--- src/rtl/scpu_pkg.sv ---
// ---------------------------------------------------------------------------
// scpu_pkg
// Shared types, opcodes and constants for the small CPU execute unit.
// ---------------------------------------------------------------------------
package scpu_pkg;

  // Register file geometry and special entries
  localparam int unsigned REG_COUNT = 16;
  localparam int unsigned REG_AW    = $clog2(REG_COUNT);
  localparam int unsigned DATA_W    = 32;

  localparam logic [REG_AW-1:0] POINTER_INDEX = REG_AW'(15);
  localparam logic [REG_AW-1:0] FLAGS_INDEX   = REG_AW'(14);

  // Instruction lengths used for pointer advance
  localparam logic [DATA_W-1:0] MOV_IMM_LENGTH = DATA_W'(6);
  localparam logic [DATA_W-1:0] SHORT_LENGTH   = DATA_W'(2);
  localparam logic [DATA_W-1:0] ONE_LENGTH     = DATA_W'(1);

  // Flag bit positions in the flags register
  localparam int unsigned FLAG_Z_BIT = 0;
  localparam int unsigned FLAG_C_BIT = 1;
  localparam int unsigned FLAG_S_BIT = 2;
  localparam int unsigned FLAG_O_BIT = 3;
  localparam int unsigned FLAG_W     = 4;

  // Opcode bytes
  localparam logic [7:0] CMD_HALT  = 8'd0;
  localparam logic [7:0] CMD_MOVI  = 8'd1;
  localparam logic [7:0] CMD_ADD   = 8'd2;
  localparam logic [7:0] CMD_JABS  = 8'd3;
  localparam logic [7:0] CMD_JREL  = 8'd4;
  localparam logic [7:0] CMD_JZ    = 8'd5;
  localparam logic [7:0] CMD_JNZ   = 8'd6;
  localparam logic [7:0] CMD_JC    = 8'd7;
  localparam logic [7:0] CMD_JNC   = 8'd8;
  localparam logic [7:0] CMD_MOVR  = 8'd9;

  // Decoupling queue between decode and execute
  localparam int unsigned QUEUE_DEPTH = 2;
  localparam int unsigned QUEUE_AW    = $clog2(QUEUE_DEPTH);

  typedef enum logic [2:0] {
    OP_HALT,
    OP_MOVI,
    OP_ADD,
    OP_JABS,
    OP_JREL,
    OP_JCOND,
    OP_MOVR,
    OP_BAD
  } op_t;

  typedef enum logic [1:0] {
    COND_Z,
    COND_NZ,
    COND_C,
    COND_NC
  } cond_t;

  typedef struct packed {
    logic [7:0]        command;
    logic [7:0]        operand_byte;
    logic [DATA_W-1:0] immediate;
  } instr_t;

  typedef struct packed {
    logic [DATA_W-1:0] next_pointer;
    logic [FLAG_W-1:0] flags_value;
    logic              did_write;
    logic [REG_AW-1:0] written_index;
    logic [DATA_W-1:0] written_value;
    logic              halted;
    logic              bad_opcode;
  } result_t;

  // Decoded instruction as queued between front and back
  typedef struct packed {
    op_t               op;
    cond_t             cond;
    logic [REG_AW-1:0] hi;
    logic [REG_AW-1:0] lo;
    logic [7:0]        offset;
    logic [DATA_W-1:0] imm;
  } dec_t;

endpackage

--- src/rtl/scpu_ram.sv ---
// ---------------------------------------------------------------------------
// scpu_ram
// Generic single-write, single-read RAM with registered read data.
// ---------------------------------------------------------------------------
module scpu_ram #(
  parameter int unsigned WIDTH = 32,
  parameter int unsigned DEPTH = 16
) (
  input  logic                     clk,
  input  logic                     wr_en,
  input  logic [$clog2(DEPTH)-1:0] wr_addr,
  input  logic [WIDTH-1:0]         wr_data,
  input  logic                     rd_en,
  input  logic [$clog2(DEPTH)-1:0] rd_addr,
  output logic [WIDTH-1:0]         rd_data
);

  logic [WIDTH-1:0] mem [DEPTH];

  always_ff @(posedge clk) begin
    if (wr_en) begin
      mem[wr_addr] <= wr_data;
    end
    if (rd_en) begin
      rd_data <= mem[rd_addr];
    end
  end

endmodule

--- src/rtl/scpu_front.sv ---
// ---------------------------------------------------------------------------
// scpu_front
// Accepts instruction beats, decodes them and queues them for execute.
// ---------------------------------------------------------------------------
module scpu_front (
  input  logic             clk,
  input  logic             rst,
  input  logic             instr_valid,
  output logic             instr_stall,
  input  scpu_pkg::instr_t instr,
  output logic             q_valid,
  input  logic             q_pop,
  output scpu_pkg::dec_t   q_data
);

  scpu_pkg::dec_t                  ent [scpu_pkg::QUEUE_DEPTH];
  logic [scpu_pkg::QUEUE_AW-1:0]   wr_ptr;
  logic [scpu_pkg::QUEUE_AW-1:0]   rd_ptr;
  logic [scpu_pkg::QUEUE_AW:0]     count;
  scpu_pkg::dec_t                  dec;
  logic                            push;

  // Decode
  always_comb begin
    dec.hi     = instr.operand_byte[7:4];
    dec.lo     = instr.operand_byte[3:0];
    dec.offset = instr.operand_byte;
    dec.imm    = instr.immediate;
    dec.cond   = scpu_pkg::COND_Z;
    case (instr.command)
      scpu_pkg::CMD_HALT: dec.op = scpu_pkg::OP_HALT;
      scpu_pkg::CMD_MOVI: dec.op = scpu_pkg::OP_MOVI;
      scpu_pkg::CMD_ADD:  dec.op = scpu_pkg::OP_ADD;
      scpu_pkg::CMD_JABS: dec.op = scpu_pkg::OP_JABS;
      scpu_pkg::CMD_JREL: dec.op = scpu_pkg::OP_JREL;
      scpu_pkg::CMD_JZ: begin
        dec.op   = scpu_pkg::OP_JCOND;
        dec.cond = scpu_pkg::COND_Z;
      end
      scpu_pkg::CMD_JNZ: begin
        dec.op   = scpu_pkg::OP_JCOND;
        dec.cond = scpu_pkg::COND_NZ;
      end
      scpu_pkg::CMD_JC: begin
        dec.op   = scpu_pkg::OP_JCOND;
        dec.cond = scpu_pkg::COND_C;
      end
      scpu_pkg::CMD_JNC: begin
        dec.op   = scpu_pkg::OP_JCOND;
        dec.cond = scpu_pkg::COND_NC;
      end
      scpu_pkg::CMD_MOVR: dec.op = scpu_pkg::OP_MOVR;
      default:            dec.op = scpu_pkg::OP_BAD;
    endcase
  end

  assign instr_stall = (count == (scpu_pkg::QUEUE_AW+1)'(scpu_pkg::QUEUE_DEPTH));
  assign push        = instr_valid && !instr_stall;
  assign q_valid     = (count != '0);
  assign q_data      = ent[rd_ptr];

  always_ff @(posedge clk) begin
    if (push) begin
      ent[wr_ptr] <= dec;
    end
  end

  always_ff @(posedge clk) begin
    if (rst) begin
      wr_ptr <= '0;
      rd_ptr <= '0;
      count  <= '0;
    end else begin
      if (push) begin
        wr_ptr <= wr_ptr + 1'b1;
      end
      if (q_pop) begin
        rd_ptr <= rd_ptr + 1'b1;
      end
      case ({push, q_pop})
        2'b10:   count <= count + 1'b1;
        2'b01:   count <= count - 1'b1;
        default: count <= count;
      endcase
    end
  end

endmodule

--- src/rtl/scpu_back.sv ---
// ---------------------------------------------------------------------------
// scpu_back
// Register read issue, execute and result register.
// ---------------------------------------------------------------------------
module scpu_back (
  input  logic              clk,
  input  logic              rst,
  input  logic              q_valid,
  output logic              q_pop,
  input  scpu_pkg::dec_t    q_data,
  output logic              result_valid,
  input  logic              result_stall,
  output scpu_pkg::result_t result
);

  localparam int unsigned DW = scpu_pkg::DATA_W;
  localparam int unsigned AW = scpu_pkg::REG_AW;

  // Execute stage
  logic                       x_valid;
  scpu_pkg::dec_t             x_dec;
  logic                       x_fire;
  logic                       x_free;
  logic                       fwd_a, fwd_b, vld_a, vld_b;
  logic [DW-1:0]              fwd_val;
  logic [DW-1:0]              ram_a, ram_b;
  logic [scpu_pkg::REG_COUNT-1:0] reg_vld;

  // Architectural pointer and flags
  logic [DW-1:0] ip, fl;
  logic [DW-1:0] ip_next, fl_next;

  // Execute results
  logic          x_wen;
  logic [AW-1:0] x_widx;
  logic [DW-1:0] x_wval;
  logic          x_halt, x_bad;
  logic [DW-1:0] opnd_a, opnd_b;
  logic [DW:0]   sum;
  logic [DW-1:0] offset_ext;
  logic [DW-1:0] ip_base;
  logic [DW-1:0] advance;
  logic          taken;
  logic          ovf;
  logic          w_en;

  assign x_fire = x_valid && (!result_valid || !result_stall);
  assign x_free = !x_valid || x_fire;
  assign q_pop  = q_valid && x_free;
  assign w_en   = x_fire && x_wen;

  scpu_ram #(.WIDTH(DW), .DEPTH(scpu_pkg::REG_COUNT)) u_ram_a (
    .clk     (clk),
    .wr_en   (w_en),
    .wr_addr (x_widx),
    .wr_data (x_wval),
    .rd_en   (q_pop),
    .rd_addr (q_data.hi),
    .rd_data (ram_a)
  );

  scpu_ram #(.WIDTH(DW), .DEPTH(scpu_pkg::REG_COUNT)) u_ram_b (
    .clk     (clk),
    .wr_en   (w_en),
    .wr_addr (x_widx),
    .wr_data (x_wval),
    .rd_en   (q_pop),
    .rd_addr (q_data.lo),
    .rd_data (ram_b)
  );

  // Issue: capture decoded beat, bypass and written-once info
  always_ff @(posedge clk) begin
    if (q_pop) begin
      x_dec   <= q_data;
      fwd_a   <= w_en && (x_widx == q_data.hi);
      fwd_b   <= w_en && (x_widx == q_data.lo);
      vld_a   <= reg_vld[q_data.hi];
      vld_b   <= reg_vld[q_data.lo];
      fwd_val <= x_wval;
    end
  end

  // Operand select: pointer and flags live in flops
  always_comb begin
    if (x_dec.hi == scpu_pkg::POINTER_INDEX) begin
      opnd_a = ip;
    end else if (x_dec.hi == scpu_pkg::FLAGS_INDEX) begin
      opnd_a = fl;
    end else if (fwd_a) begin
      opnd_a = fwd_val;
    end else if (vld_a) begin
      opnd_a = ram_a;
    end else begin
      opnd_a = '0;
    end
    if (x_dec.lo == scpu_pkg::POINTER_INDEX) begin
      opnd_b = ip;
    end else if (x_dec.lo == scpu_pkg::FLAGS_INDEX) begin
      opnd_b = fl;
    end else if (fwd_b) begin
      opnd_b = fwd_val;
    end else if (vld_b) begin
      opnd_b = ram_b;
    end else begin
      opnd_b = '0;
    end
  end

  assign sum        = {1'b0, opnd_a} + {1'b0, opnd_b};
  assign offset_ext = {{(DW-8){x_dec.offset[7]}}, x_dec.offset};
  assign ovf        = (opnd_a[DW-1] == opnd_b[DW-1]) && (sum[DW-1] != opnd_a[DW-1]);

  always_comb begin
    x_wen   = 1'b0;
    x_widx  = '0;
    x_wval  = '0;
    x_halt  = 1'b0;
    x_bad   = 1'b0;
    fl_next = fl;
    ip_base = ip;
    advance = scpu_pkg::ONE_LENGTH;
    taken   = 1'b0;
    case (x_dec.op)
      scpu_pkg::OP_HALT: begin
        x_halt = 1'b1;
      end
      scpu_pkg::OP_MOVI: begin
        x_wen   = 1'b1;
        x_widx  = x_dec.lo;
        x_wval  = x_dec.imm;
        advance = scpu_pkg::MOV_IMM_LENGTH;
      end
      scpu_pkg::OP_ADD: begin
        x_wen   = 1'b1;
        x_widx  = x_dec.hi;
        x_wval  = sum[DW-1:0];
        advance = scpu_pkg::SHORT_LENGTH;
      end
      scpu_pkg::OP_JABS: begin
        ip_base = {{(DW-16){1'b0}}, x_dec.imm[15:0]};
        advance = '0;
      end
      scpu_pkg::OP_JREL: begin
        advance = offset_ext;
      end
      scpu_pkg::OP_JCOND: begin
        case (x_dec.cond)
          scpu_pkg::COND_Z:  taken = fl[scpu_pkg::FLAG_Z_BIT];
          scpu_pkg::COND_NZ: taken = !fl[scpu_pkg::FLAG_Z_BIT];
          scpu_pkg::COND_C:  taken = fl[scpu_pkg::FLAG_C_BIT];
          scpu_pkg::COND_NC: taken = !fl[scpu_pkg::FLAG_C_BIT];
          default:           taken = 1'b0;
        endcase
        advance = taken ? offset_ext : scpu_pkg::SHORT_LENGTH;
      end
      scpu_pkg::OP_MOVR: begin
        x_wen   = 1'b1;
        x_widx  = x_dec.hi;
        x_wval  = opnd_b;
        advance = scpu_pkg::SHORT_LENGTH;
      end
      default: begin
        x_bad = 1'b1;
      end
    endcase

    // Register write lands first; pointer advance and new flags follow
    if (x_wen && (x_widx == scpu_pkg::FLAGS_INDEX)) begin
      fl_next = x_wval;
    end
    if (x_dec.op == scpu_pkg::OP_ADD) begin
      fl_next[scpu_pkg::FLAG_Z_BIT] = (sum[DW-1:0] == '0);
      fl_next[scpu_pkg::FLAG_C_BIT] = sum[DW];
      fl_next[scpu_pkg::FLAG_S_BIT] = sum[DW-1];
      fl_next[scpu_pkg::FLAG_O_BIT] = ovf;
    end
    if (x_wen && (x_widx == scpu_pkg::POINTER_INDEX)) begin
      ip_base = x_wval;
    end
    ip_next = ip_base + advance;
  end

  always_ff @(posedge clk) begin
    if (rst) begin
      x_valid      <= 1'b0;
      result_valid <= 1'b0;
      ip           <= '0;
      fl           <= '0;
      reg_vld      <= '0;
    end else begin
      if (x_free) begin
        x_valid <= q_pop;
      end
      if (x_fire) begin
        result_valid <= 1'b1;
        ip           <= ip_next;
        fl           <= fl_next;
      end else if (!result_stall) begin
        result_valid <= 1'b0;
      end
      if (w_en) begin
        reg_vld[x_widx] <= 1'b1;
      end
    end
  end

  always_ff @(posedge clk) begin
    if (x_fire) begin
      result.next_pointer  <= ip_next;
      result.flags_value   <= fl_next[scpu_pkg::FLAG_W-1:0];
      result.did_write     <= x_wen;
      result.written_index <= x_widx;
      result.written_value <= x_wval;
      result.halted        <= x_halt;
      result.bad_opcode    <= x_bad;
    end
  end

endmodule

--- src/rtl/small_cpu_instruction_execute_unit.sv ---
// ---------------------------------------------------------------------------
// small_cpu_instruction_execute_unit
// Executes pre-fetched instructions of a small 32-bit register machine.
// ---------------------------------------------------------------------------
// Each instruction beat (opcode, second byte, assembled immediate) produces
// exactly one result beat carrying the new instruction pointer, the low four
// flag bits (zero, carry, sign, overflow), the register write it made and the
// halt / bad opcode marks. Sustained rate is one instruction per clock while
// result_stall is low. An accepted beat passes the decode queue, then execute
// on the registered read of the register file, and lands in the result
// register. Dependent instructions issue back to back through a
// write-to-read bypass. The register file starts all zero after reset;
// pointer and flags are held in their own flops, the other entries sit in two
// RAMs (one per read port) with per-entry written bits standing in for reset.
// A stalled result holds the execute stage, and the two-entry queue lets the
// front keep taking beats while the back waits.
// ---------------------------------------------------------------------------
module small_cpu_instruction_execute_unit (
  input  logic              clk,
  input  logic              rst,
  input  logic              instr_valid,
  output logic              instr_stall,
  input  scpu_pkg::instr_t  instr,
  output logic              result_valid,
  input  logic              result_stall,
  output scpu_pkg::result_t result
);

  // Decoded-instruction queue between front and back
  logic           q_valid;
  logic           q_pop;
  scpu_pkg::dec_t q_data;

  scpu_front u_front (
    .clk         (clk),
    .rst         (rst),
    .instr_valid (instr_valid),
    .instr_stall (instr_stall),
    .instr       (instr),
    .q_valid     (q_valid),
    .q_pop       (q_pop),
    .q_data      (q_data)
  );

  scpu_back u_back (
    .clk          (clk),
    .rst          (rst),
    .q_valid      (q_valid),
    .q_pop        (q_pop),
    .q_data       (q_data),
    .result_valid (result_valid),
    .result_stall (result_stall),
    .result       (result)
  );

  // Nothing comes out in the cycle after reset
  a_no_result_after_reset: assert property (@(posedge clk)
    $past(rst) |-> !result_valid)
    else $error("result beat right after reset");

  // Back never pops an empty queue
  a_pop_needs_entry: assert property (@(posedge clk) disable iff (rst)
    q_pop |-> q_valid)
    else $error("queue popped while empty");

  // A beat without a register write reports a clean write index and value
  a_no_write_clean: assert property (@(posedge clk) disable iff (rst)
    (result_valid && !result.did_write) |->
      (result.written_index == '0 && result.written_value == '0))
    else $error("write fields set without a write");

endmodule
--- config.mk ---
export PLATFORM = sky130hd
export DESIGN_NAME = small_cpu_instruction_execute_unit
export DESIGN_NICKNAME = d
export VERILOG_FILES = /design/src/rtl/scpu_pkg.sv /design/src/rtl/scpu_ram.sv /design/src/rtl/scpu_front.sv /design/src/rtl/scpu_back.sv /design/src/rtl/small_cpu_instruction_execute_unit.sv
export SDC_FILE = /design/constraint.sdc
export NUM_CORES = 2
export LEC_CHECK = 0
export ABC_AREA = 0
export BUFFER_PORTS_ARGS = -buffer_cell sky130_fd_sc_hd__buf_2
export CORE_MARGIN = 2
export CORE_UTILIZATION = 25
export DETAILED_ROUTE_END_ITERATION = 10
export HOLD_SLACK_MARGIN = 0.02
export SYNTH_ARGS = -nofsm -noshare
export SYNTH_HDL_FRONTEND = slang
export SYNTH_SLANG_ARGS = --single-unit
export TNS_END_PERCENT = 100
--- constraint.sdc ---
create_clock -name clk -period 21.5 [get_ports clk]
set_clock_uncertainty 0.1 [all_clocks]
set_input_delay 4.3 -clock clk [delete_from_list [all_inputs] [get_ports clk]]
set_output_delay 4.3 -clock clk [all_outputs]
set_load 0.1 [all_outputs]
==> summary.txt <==
Pwr
  • Pwr Density: ~140 mW/mm2
  • Clk pwr share: between 20% and 30%
  • Leak: ~18 nW
  • Reg power frac: ~34%
  • Total power: 7.12 mW
  • Sw Share: between 40% and 50%
  • Net Sw Power: 3.01 mW
  • Maximum VDD drop: 0.0845 mV
  • P_int: 4.11 mW
  • Logic pwr share: a little over two fifths

Layout
  • Fraction of layout cells with a size suffix above 1: a little over a tenth
  • Filler cells: about 18000
  • NumNets Final: 4469
  • Area growth syn-to-layout: 14.7%
  • Design area: 0.0514 mm2

STA
  • WHS: between 300 and 400 ps
  • RSZ-0062 raised after global routing: false
  • Setup WS post-layout: 14170 ps
  • Period utilization: around 34%
  • Max Slew Vio Count: 0
  • Min Tclk post-route: around 7300 ps
  • Fin Setup TNS: 0 ps
  • Final setup fails: 0
  • Max-slew headroom: 11.0%
  • Final hold violation count: 0
  • Worst-margin pin slew: approximately 1300 ps
  • F_max: ~140 MHz

Clock tree
  • Post-CTS sizing: 0
  • TritonCTS buffer count: 97
  • CTS clk-pin slew, worst paths: 60 ps
  • H-tree lvl count: 3
  • Root buf cell: clkbuf_16
  • Post-CTS setup buffers: 0
  • CTS tree: built
  • Max Root-Sink Buffers: 3
  • Hold buffers post-CTS: 0
  • CTS Sinks: 909
  • Clock latency on the worst-skew pair: ~690 ps

Drt
  • First DRT Iteration DRCs: between 4000 and 5000
  • Final WL: between 150000 and 200000 um
  • DR WL/cell: about 22 um
  • Post-DRT Antenna Nets: 0
  • Vias: 35800
  • Vias per inst: 5.27
  • Drt drc: 0
  • Pre-antenna DRT Iters: 6

Floorplan
  • Initial Utilization: between 20% and 30%
  • Top Ports: between 100 and 150
  • Row count: around 160
  • Chip width: between 400 and 500 um
  • Die Area: 0.183 mm2
  • Core area: ~0.18 mm2
  • Die Ht: between 400 and 500 um

Placed design
  • HPWL Detailed: slightly above 90000 um
  • Port bufs: about 130
  • Placed Area: slightly below 0.05 mm2
  • GPL Wtd Cong: approximately 0.91
  • Pre-CTS WS: roughly 14000 ps

Setup path
  • CP Max Fanout: 64
  • Critical path class: reg -> reg
  • Required @ worst endpoint: ~22000 ps
  • CP startpoint kind: register
  • Crit path arrival time: 7770 ps
  • Endpoint class of the critical path: register

Yosys
  • EDFF count, synth: roughly 800
  • Cells after synthesis: ~4400
  • Synth unique cells: between 80 and 90
  • Async S/R FF share, synth: 0%
  • Top post-synthesis cells by area: edfxtp_1 55%, nand2_1 10%, nand3_1 6.4%, dfxtp_1 3.9%, a311oi_1 2.7%
  • Synth Warn #: 0
  • Ys flop type: edfxtp_1
  • Syn Nets: between 4000 and 5000
  • Synthesized area per cell: 10.3 um2
  • Sequential element share of the synthesized area: 59.0%
  • Top cell type's share of synthesized area: a little under three fifths
  • Register bit total from synthesis: 909
  • Cell accounting for the most synthesized area: edfxtp_1
  • Mapped Area: between 0.04 and 0.05 mm2

Global route
  • Total gr overflow: 0
  • Vias in the first global route: 33900
  • Initial antenna violation count: 7
  • Largest net degree at the start of global routing: roughly 170
  • First-pass GRT wire length: 221000 um
  • Total track usage: between 10% and 20%

Status
  • Status: complete, no violations

Min path
  • HP Class: reg -> reg

Flow run
  • Max-Cap Viols: 0
==> power by group through the flow <==
stage / sequential, mW / clock, mW / combinational (mW)
6_report: 2.41 / 1.74 / 2.96
5_1_grt: 2.42 / 1.84 / 3.16
4_1_cts: 2.41 / 1.77 / 2.91
3_5_place_dp: 2.45 / 0 / 2.89
3_3_place_gp: 2.44 / 0 / 2.88
2_1_floorplan: 2.63 / 0 / 1.81
==> metrics by stage <==
step	util, %	std cells
floorplan	-	4364
global placement	27.0	6607
detailed placement	27.0	6607
CTS	28.8	6787
global route	28.8	6787
finish	28.8	6789
==> critical path, cell delays in order, from the launching register on <==
cell,delay (ps)
edfxtp_1,380
and3_2,180
buf_4,550
a211oi_1,90
a21oi_1,200
ha_1,240
inv_1,80
fa_1,460
nor2b_1,230
o2111ai_2,230
and4_1,300
o31ai_1,360
a21bo_1,180
xor2_1,190
a22oi_1,110
o2bb2ai_2,770
nand2_1,100
nand2_1,100
ha_1,260
and3_1,190
nand2_1,80
o221ai_1,160
a2111oi_2,550
o31a_1,230
o21ai_1,90
a221oi_1,490
nor4_2,80
nand3b_1,190
==> flip-flops by register name (all words and copies together) (netlist names), 2 cells and up, named ones only <==
register,flops
u_back.fwd_val,32
u_front.count,2
u_back.result,75
u_back.ip,32
u_back.offset_ext,8
u_back.fl,32
u_front.ent,90
u_back.u_ram_b.mem,512
u_back.x_dec,37
u_back.reg_vld,16
u_back.u_ram_b.rd_data,32
u_back.u_ram_a.rd_data,32
==> worst paths after layout <==
check	start	end	slack, ps	cells after the start
max	u_back.offset_ext[3]$_DFFE_PP_	u_back.ip[31]$_SDFFE_PP0P_	14170	27
min	u_back.fl[31]$_SDFFE_PP0P_	u_back.fl[31]$_SDFFE_PP0P_	390	2
max reg2reg	u_back.offset_ext[3]$_DFFE_PP_	u_back.ip[31]$_SDFFE_PP0P_	14170	27
min reg2reg	u_back.fl[31]$_SDFFE_PP0P_	u_back.fl[31]$_SDFFE_PP0P_	390	2
==> metal layers <==
metal	up-vias	GRT usage (%)	part of all wire [%]
met5	-	0	0
met4	0	6.22	3.7
met3	305	2.62	9.3
met2	1986	25.2	46
met1	17500	21.7	41
li1	16000	-	-
==> area by class of cell <==
| cell class | instances | area [um2] | share of cell area, % |
|---|---|---|---|
| multi-input cells | 3087 | 17200 | 33.5 |
| clock buffers | 119 | 2610 | 5.08 |
| clock inverters | 61 | 691 | 1.34 |
| diodes | 2 | 5.00 | 0.00974 |
| well taps | 2355 | 2950 | 5.74 |
| inverters | 46 | 196 | 0.382 |
| flip-flops and latches | 909 | 26400 | 51.4 |
| repair buffers | 210 | 1310 | 2.55 |
==> placed cells by master, fill, tap and decap left out, drive strengths merged, types with 48 or more instances in the layout <==
cell    Yosys  routed
nand3     572     572
mux2i      94      94
nor2      166     166
a311oi    137     137
nand2    1218    1218
a31oi      75      75
buf        54     210
and3       79      79
xnor2      48      48
clkbuf    267     119
dfxtp      87      87
o21ai      70      70
a221oi     66      66
a21oi     156     156
edfxtp    822     822
ha         64      64
==> cell families (layout without fill, tap and decap cells) <==
family / after synthesis / in the layout / synth area share [%]
multiplexers: 132 / 132 / 3.07
AO/OA/AOI/OAI: 666 / 666 / 10.6
flip-flops: 909 / 909 / 59.0
adder cells (fa/ha/maj): 66 / 66 / 1.88
other: 0 / 2 / 0
XOR/XNOR: 63 / 63 / 1.25
AND/OR/NAND/NOR: 2160 / 2160 / 20.9
buffers and inverters: 368 / 436 / 3.30
==> Yosys cell counts, drive strengths merged, types with 4 or more instances <==
master      n
a31oi      75
a21o       22
inv        43
buf        54
edfxtp    822
o21a       14
nor4       12
a311oi    137
nor2b      11
o311ai      4
a211oi     15
o31a        4
a221oi     66
nand4      13
o31ai       4
nor2      166
or4         4
a22o        8
nand2    1218
and3       79
and4        7
o21ai      70
nand2b     12
mux2i      94
or3        11
nor3       34
and2        9
nand3     572
dfxtp      87
xor2       15
ha         64
xnor2      48
a21oi     156
o21bai      4
o22ai       4
o2bb2ai    20
mux2       38
a22oi      28
clkbuf    267
o211ai      6
Power figures use the tool's default switching activity.
